## src/rtl/aescbc_pkg.sv

```systemverilog
// Shared types, register indexes and AES byte tables for the CBC codec.
package aescbc_pkg;

   typedef logic [7:0] byte_tbl_type [256];

   localparam int BLOCK_BITS = 128;
   localparam int ROUNDS     = 10;
   localparam int NUM_KEYS   = ROUNDS + 1;

   localparam logic [2:0] REG_DIRECTION = 3'd0;
   localparam logic [2:0] REG_KEY_HIGH  = 3'd1;
   localparam logic [2:0] REG_KEY_LOW   = 3'd2;
   localparam logic [2:0] REG_IV_HIGH   = 3'd3;
   localparam logic [2:0] REG_IV_LOW    = 3'd4;

   localparam logic [7:0] SBOX_AFFINE     = 8'h63;
   localparam logic [7:0] INV_SBOX_AFFINE = 8'h05;

   function automatic logic [7:0] xtime(input logic [7:0] a);
      return {a[6:0], 1'b0} ^ (a[7] ? 8'h1b : 8'h00);
   endfunction

   function automatic logic [7:0] gmul(input logic [7:0] a, input logic [7:0] b);
      logic [7:0] acc;
      logic [7:0] x;
      acc = 8'h00;
      x   = a;
      for (int i = 0; i < 8; i++) begin
         if (b[i]) acc = acc ^ x;
         x = xtime(x);
      end
      return acc;
   endfunction

   function automatic logic [7:0] rotl(input logic [7:0] x, input int n);
      logic [15:0] d;
      d = {x, x} << n;
      return d[15:8];
   endfunction

   // Multiplicative inverse as a^254, zero maps to zero.
   function automatic logic [7:0] gf_inv(input logic [7:0] a);
      logic [7:0] r;
      logic [7:0] p;
      r = 8'h01;
      p = a;
      for (int k = 1; k < 8; k++) begin
         p = gmul(p, p);
         r = gmul(r, p);
      end
      return r;
   endfunction

   function automatic byte_tbl_type build_sbox();
      byte_tbl_type t;
      logic [7:0]   b;
      for (int i = 0; i < 256; i++) begin
         b = gf_inv(8'(i));
         t[i] = b ^ rotl(b, 1) ^ rotl(b, 2) ^ rotl(b, 3) ^ rotl(b, 4) ^ SBOX_AFFINE;
      end
      return t;
   endfunction

   function automatic byte_tbl_type build_inv_sbox();
      byte_tbl_type t;
      logic [7:0]   x;
      for (int i = 0; i < 256; i++) begin
         x = 8'(i);
         t[i] = gf_inv(rotl(x, 1) ^ rotl(x, 3) ^ rotl(x, 6) ^ INV_SBOX_AFFINE);
      end
      return t;
   endfunction

   localparam byte_tbl_type SBOX     = build_sbox();
   localparam byte_tbl_type INV_SBOX = build_inv_sbox();

endpackage

```

## src/rtl/aescbc_keyexp.sv

```systemverilog
// One step of the AES-128 key schedule: next round key from the previous one.
module aescbc_keyexp (
   input  logic [127:0] key_prev,
   input  logic [7:0]   rcon,
   output logic [127:0] key_next,
   output logic [7:0]   rcon_next
);

   logic [31:0] w0, w1, w2, w3, rot, sub, t, n0, n1, n2, n3;

   always_comb begin
      w0  = key_prev[127:96];
      w1  = key_prev[95:64];
      w2  = key_prev[63:32];
      w3  = key_prev[31:0];
      rot = {w3[23:0], w3[31:24]};
      sub = {aescbc_pkg::SBOX[rot[31:24]], aescbc_pkg::SBOX[rot[23:16]],
             aescbc_pkg::SBOX[rot[15:8]],  aescbc_pkg::SBOX[rot[7:0]]};
      t   = sub ^ {rcon, 24'h000000};
      n0  = w0 ^ t;
      n1  = w1 ^ n0;
      n2  = w2 ^ n1;
      n3  = w3 ^ n2;
      key_next  = {n0, n1, n2, n3};
      rcon_next = aescbc_pkg::xtime(rcon);
   end

endmodule

```

## config.mk

```make
export PLATFORM = sky130hd
export DESIGN_NAME = aescbc_keyexp
export DESIGN_NICKNAME = d
export VERILOG_FILES = /design/src/rtl/aescbc_pkg.sv /design/src/rtl/aescbc_keyexp.sv
export SDC_FILE = /design/constraint.sdc
export NUM_CORES = 1
export LEC_CHECK = 0
export ABC_AREA = 1
export BUFFER_PORTS_ARGS = -buffer_cell sky130_fd_sc_hd__buf_2
export CAP_MARGIN = 5
export CORE_MARGIN = 3
export CORE_UTILIZATION = 35
export DETAILED_ROUTE_END_ITERATION = 6
export PLACE_DENSITY = 0.59
export RECOVER_POWER = 50
export SKIP_LAST_GASP = 1
export SYNTH_ARGS = -nofsm -noshare
export SYNTH_HDL_FRONTEND = slang
export SYNTH_SLANG_ARGS = --single-unit
```

## constraint.sdc

```tcl
create_clock -name vclk -period 5
set_input_delay 0.5 -clock vclk [all_inputs]
set_output_delay 0.5 -clock vclk [all_outputs]
set_load 0.03 [all_outputs]
```

# Yosys cells after proc, flatten, opt, wreduce, memory -nomap -nowiden
# Memories as Yosys holds them, arrays and structs flattened.
# Index checks and enable logic that the tools add are counted.
[classes]
order_cmp = 4
mux = 9
bitwise = 10
[op_table]
columns = ["cell", "count"]
rows = [
  ["$xor A32 B32 Y32", 5],
  ["$mux W8", 8],
  ["$ge A9 B9 Y1 const B", 4],
  ["$not A8 Y9", 4],
  ["$xor A8 B5 Y8", 1],
  ["$mux W5", 1],
]
[word_totals]
ff_bits = 0
rom_bits = 8192
input_bits = 136
out_inout_bits = 136
word_cells = 27
n_memories = 4
[mem_list]
columns = ["name", "depth", "width", "read_ports", "rd_clocked_by_memory_dff", "write_ports", "line_no", "source"]
rows = [
  ["(no name shown)", 256, 8, 1, 0, 0, "aescbc_keyexp.sv:18", "aescbc_pkg::SBOX[rot[15:8]], aescbc_pkg::SBOX[rot[7:0]]};"],
  ["(no name shown)", 256, 8, 1, 0, 0, "aescbc_keyexp.sv:18", ""],
  ["(no name shown)", 256, 8, 1, 0, 0, "aescbc_keyexp.sv:17", "sub = {aescbc_pkg::SBOX[rot[31:24]], aescbc_pkg::SBOX[rot[23:16]],"],
  ["(no name shown)", 256, 8, 1, 0, 0, "aescbc_keyexp.sv:17", ""],
]

# Longest topological paths before layout
[depth]
word_depth = 9
depth_mapped = 21
depth_no_buf = 20

# Worst setup path before layout
# OpenSTA, ideal clock, no wires.
[synth_timing]
kind = "input -> output"
from = "in key_prev[16]"
to = "out key_next[27]"
arrival_ps = 3053
required_time_ps = 4500
path_slack_ps = 1447
path_stages = 21
n_path_buf = 1
cell_sequence = "buf_2 > inv_1 > ha_1 > inv_1 > nand2_1 > nand2_1 > nand2_1 > nand2_1 > nand2_1 > nand2_1 > nand2_1 > nand3_1 > nand3_1 > nand2_1 > nand2_1 > nand2_1 > nand2_1 > nand2_1 > nand2_1 > nand3_1 > nand2_1"
[synth_between]
elab_chain_cells = 9
[synth_rtl]
columns = ["item", "line_no", "source"]
rows = [
  ["start: declaration", "aescbc_keyexp.sv:3", "input logic [127:0] key_prev,"],
  ["$not A8 Y9 (not written as such)", "aescbc_keyexp.sv:17", ""],
  ["$mem_v2 Z256 W8", "--", ""],
  ["$mux W8 (not written as such) (2 in a row)", "aescbc_keyexp.sv:17", ""],
  ["$xor A32 B32 Y32", "aescbc_keyexp.sv:19", "t = sub ^ {rcon, 24'h000000};"],
  ["$xor A32 B32 Y32", "aescbc_keyexp.sv:20", "n0 = w0 ^ t;"],
  ["named net key_next[123]", "aescbc_keyexp.sv:5", "output logic [127:0] key_next,"],
  ["$xor A32 B32 Y32", "aescbc_keyexp.sv:21", "n1 = w1 ^ n0;"],
  ["named net key_next[91]", "aescbc_keyexp.sv:5", ""],
  ["$xor A32 B32 Y32", "aescbc_keyexp.sv:22", "n2 = w2 ^ n1;"],
  ["$xor A32 B32 Y32", "aescbc_keyexp.sv:23", "n3 = w3 ^ n2;"],
  ["end: declaration", "aescbc_keyexp.sv:5", ""],
]
# The timed path passes the listed nets, and every way through them passes these cells. The select of a mux whose other input is x is not followed.

# Final worst setup path
[layout_timing]
from = "in key_prev[25]"
to = "out key_next[2]"
[layout_between]
elab_chain_cells = 9
[layout_rtl]
columns = ["item", "line_no"]
rows = [
  ["$not A8 Y9 (not written as such)", "aescbc_keyexp.sv:18"],
  ["$mem_v2 Z256 W8", "--"],
  ["$mux W8 (not written as such) (2 in a row)", "aescbc_keyexp.sv:18"],
  ["$xor A32 B32 Y32", "aescbc_keyexp.sv:19"],
  ["$xor A32 B32 Y32", "aescbc_keyexp.sv:20"],
  ["$xor A32 B32 Y32", "aescbc_keyexp.sv:21"],
  ["$xor A32 B32 Y32", "aescbc_keyexp.sv:22"],
  ["$xor A32 B32 Y32", "aescbc_keyexp.sv:23"],
]
# No other way between the ends. The select of a mux whose other input is x is not followed.

==> flow_summary_export.csv <==
group,metric,value,unit
status,status,"finished with violations",
status,violations,"DRC",
cells_and_area,drive_gt1_share,9.76,%
logic_synthesis,yosysUniqueCellTypes,27,
power,p_total,0.00233,W
worst_setup_path,worstPathRequired,4500,ps
worst_setup_path,crit_family,"simple AND/OR/NAND/NOR gates",
sta,setup_tns,0,ps
logic_synthesis,synth_xor_area_share,0.664,%
floorplan,die_area,43900,um2
detailed_routing,dr.pass1.iters,7,
power,p_leak,8.84,nW
global_route,grt_overflow,0,
cells_and_area,nets,3425,
cts,cts_hold_buf,0,
cells_and_area,final_util,38.9,%
cells_and_area,num-clock-buffers,0,
logic_synthesis,synth_fa_ha_area_share,5.17,%
logic_synthesis,ys_warn_count,0,
min_path,hp-start,"rcon[4]",
worst_setup_path,end_kind,"output port",
global_route,grt_usage,32.5,%
detailed_routing,drc,2,
sta,finalCritPeriodShare,90.4,%
logic_synthesis,synthCells,3122,
floorplan,dieWidth,210,um
sta,worstMarginPinSlew,868,ps
logic_synthesis,syn-num-nets,3318,
detailed_routing,wl_per_cell,20.6,um
detailed_routing,wl,77500,um
logic_synthesis,synthMuxAreaShare,0,%
cells_and_area,regArea,0,um2
worst_setup_path,crit_buf_inv,3,
detailed_routing,ant_nets,0,
cells_and_area,syn2layout_area_growth,8.34,%
sta,final_max_slew_viol_count,0,
power,ir_drop,0.117,mV
place,gp_congestion,1.06,
sta,rsz0062_at_grt,"false",
power,power_density,148,nW/um2
min_path,hp-class,"input pin to output port",
worst_setup_path,cp.arrival,4020,ps
worst_setup_path,cpMostUsedCell,"nand2_1",
global_route,grt_max_degree,70,
worst_setup_path,cp-start-kind,"input pin",
global_route,grt_pass1_wl,117000,um
global_route,antenna_found_initial,3,
global_route,grt_pass1_vias,20300,
detailed_routing,first_iter_violations,4705,
logic_synthesis,syn_area_per_cell,4.65,um2
logic_synthesis,synth_area,14500,um2
logic_synthesis,ys_seq_area_share,0,%
min_path,min_to,"rcon_next[5]",
floorplan,rows,73,
cells_and_area,seq_cells,0,
sta,whs,1320,ps
logic_synthesis,synth_simple_gate_area_share,75.4,%
worst_setup_path,critPathKind,"input pin to output port",
cts,postCtsSetupRepairBufs,0,
floorplan,initial_core_util,36.0,%
worst_setup_path,path_cells,"clkbuf_1, inv_2, ha_1, nand2_1, nand3_1, nand3_1, nand3_1, nand3_1, nand3_1, nand2_1, nand2_1, nand2_1, nand2_1, nand2_1, nand2_1, nand3_1, nand2_1, buf_2",
floorplan,die_h,210,um
logic_synthesis,synth_top_family_by_area,"simple AND/OR/NAND/NOR gates",
place,io_buffers,272,
worst_setup_path,worstPathMaxFanout,15,
job,drv_cap,0,
sta,fmax,221,MHz
floorplan,io_pins,272,
sta,setup_viol,0,
place,detailed_place_hpwl,56300,um
floorplan,coreArea,40400,um2
sta,hold_violations,0,
sta,fin_crit,4520,ps
logic_synthesis,synth_compound_area_share,5.97,%
sta,relSlewSlack,42.0,%
min_path,worstHoldPathCells,2,
worst_setup_path,max_stage_delay,600,ps
worst_setup_path,cp_slowest_cell,"clkbuf_1",
detailed_routing,vias,23200,
detailed_routing,vias_per_cell,6.19,
cts,post_cts_resized,0,
==> layout make-up <==
type                       count  area, um2
timing repair buffer         319       1650
fill                        4771      24600
inverter                     200        753
tap                          525        657
multi-input combinational   2708      12700
antenna                        1       2.50
==> power breakdown <==
| part | switching (W) | internal (W) | total, W |
|---|---|---|---|
| logic | 0.00172 | 0.000618 | 0.00233 |
| clock network | 0 | 0.0000000000271 | 0.0000000000271 |
| registers | 0 | 0 | 0 |
| total | 0.00172 | 0.000618 | 0.00233 |
==> layout by cell type (no fill, tap or decap), types with 3 or more instances in the layout <==
master / n
nand3_1: 1164
nand2_1: 1083
buf_2: 212
inv_1: 177
nor2_1: 152
a21oi_1: 110
ha_1: 60
clkbuf_1: 60
buf_4: 46
o21ai_0: 39
nand2_2: 29
nand3b_1: 16
inv_2: 15
nand4_1: 14
xor2_1: 10
o211ai_1: 8
clkinv_1: 7
o21ai_1: 6
a31oi_1: 5
nor2_2: 4
nand2_4: 3
nand3_2: 3
==> metrics by stage <==
step / std cells / worst slack [ps] / instance area (um2)
CTS: 3752 / 914 / 15800
detailed placement: 3752 / 917 / 15800
floorplan: 3122 / 1450 / 14500
global placement: 3752 / 906 / 15800
finish: 3753 / 482 / 15700
global route: 3753 / 289 / 15700
==> cells by family after synthesis <==
group,Yosys count
AO/OA/AOI/OAI,168
XOR/XNOR,11
adder cells (fa/ha/maj),60
buffers and inverters,414
AND/OR/NAND/NOR,2469
==> how the worst max path moves through the flow <==
stage / start / end / slack [ps] / depth (start not counted)
after CTS: key_prev[1] / key_next[8] / 910 / 19
after global placement: key_prev[1] / key_next[8] / 910 / 19
final: key_prev[25] / key_next[2] / 480 / 18
after detailed placement: key_prev[1] / key_next[8] / 920 / 19
after floorplan: key_prev[16] / key_next[27] / 1450 / 21
after global routing: key_prev[17] / key_next[30] / 290 / 18
==> cells in the mapped netlist (29+ instances only) <==
cell	number	share of area, %
nand3_1	1164	40
nand2_1	1081	28
inv_1	180	4.7
nor2_1	152	3.9
a21oi_1	110	3.8
buf_2	99	3.4
ha_1	60	5.2
clkbuf_1	47	1.2
o21ai_0	39	1.3
buf_4	33	1.7
nand2_2	31	1.3
buf_1	29	0.75
==> layer usage <==
metal | part of all wire, % | up-vias | GRT usage (%)
li1 | - | 10600 | -
met1 | 38 | 10100 | 44.2
met2 | 42 | 2103 | 48.4
met3 | 15 | 403 | 7.29
met4 | 6.0 | 2 | 15.5
met5 | 0.014 | - | 0
Note: power is estimated with default switching activity, not from simulation.
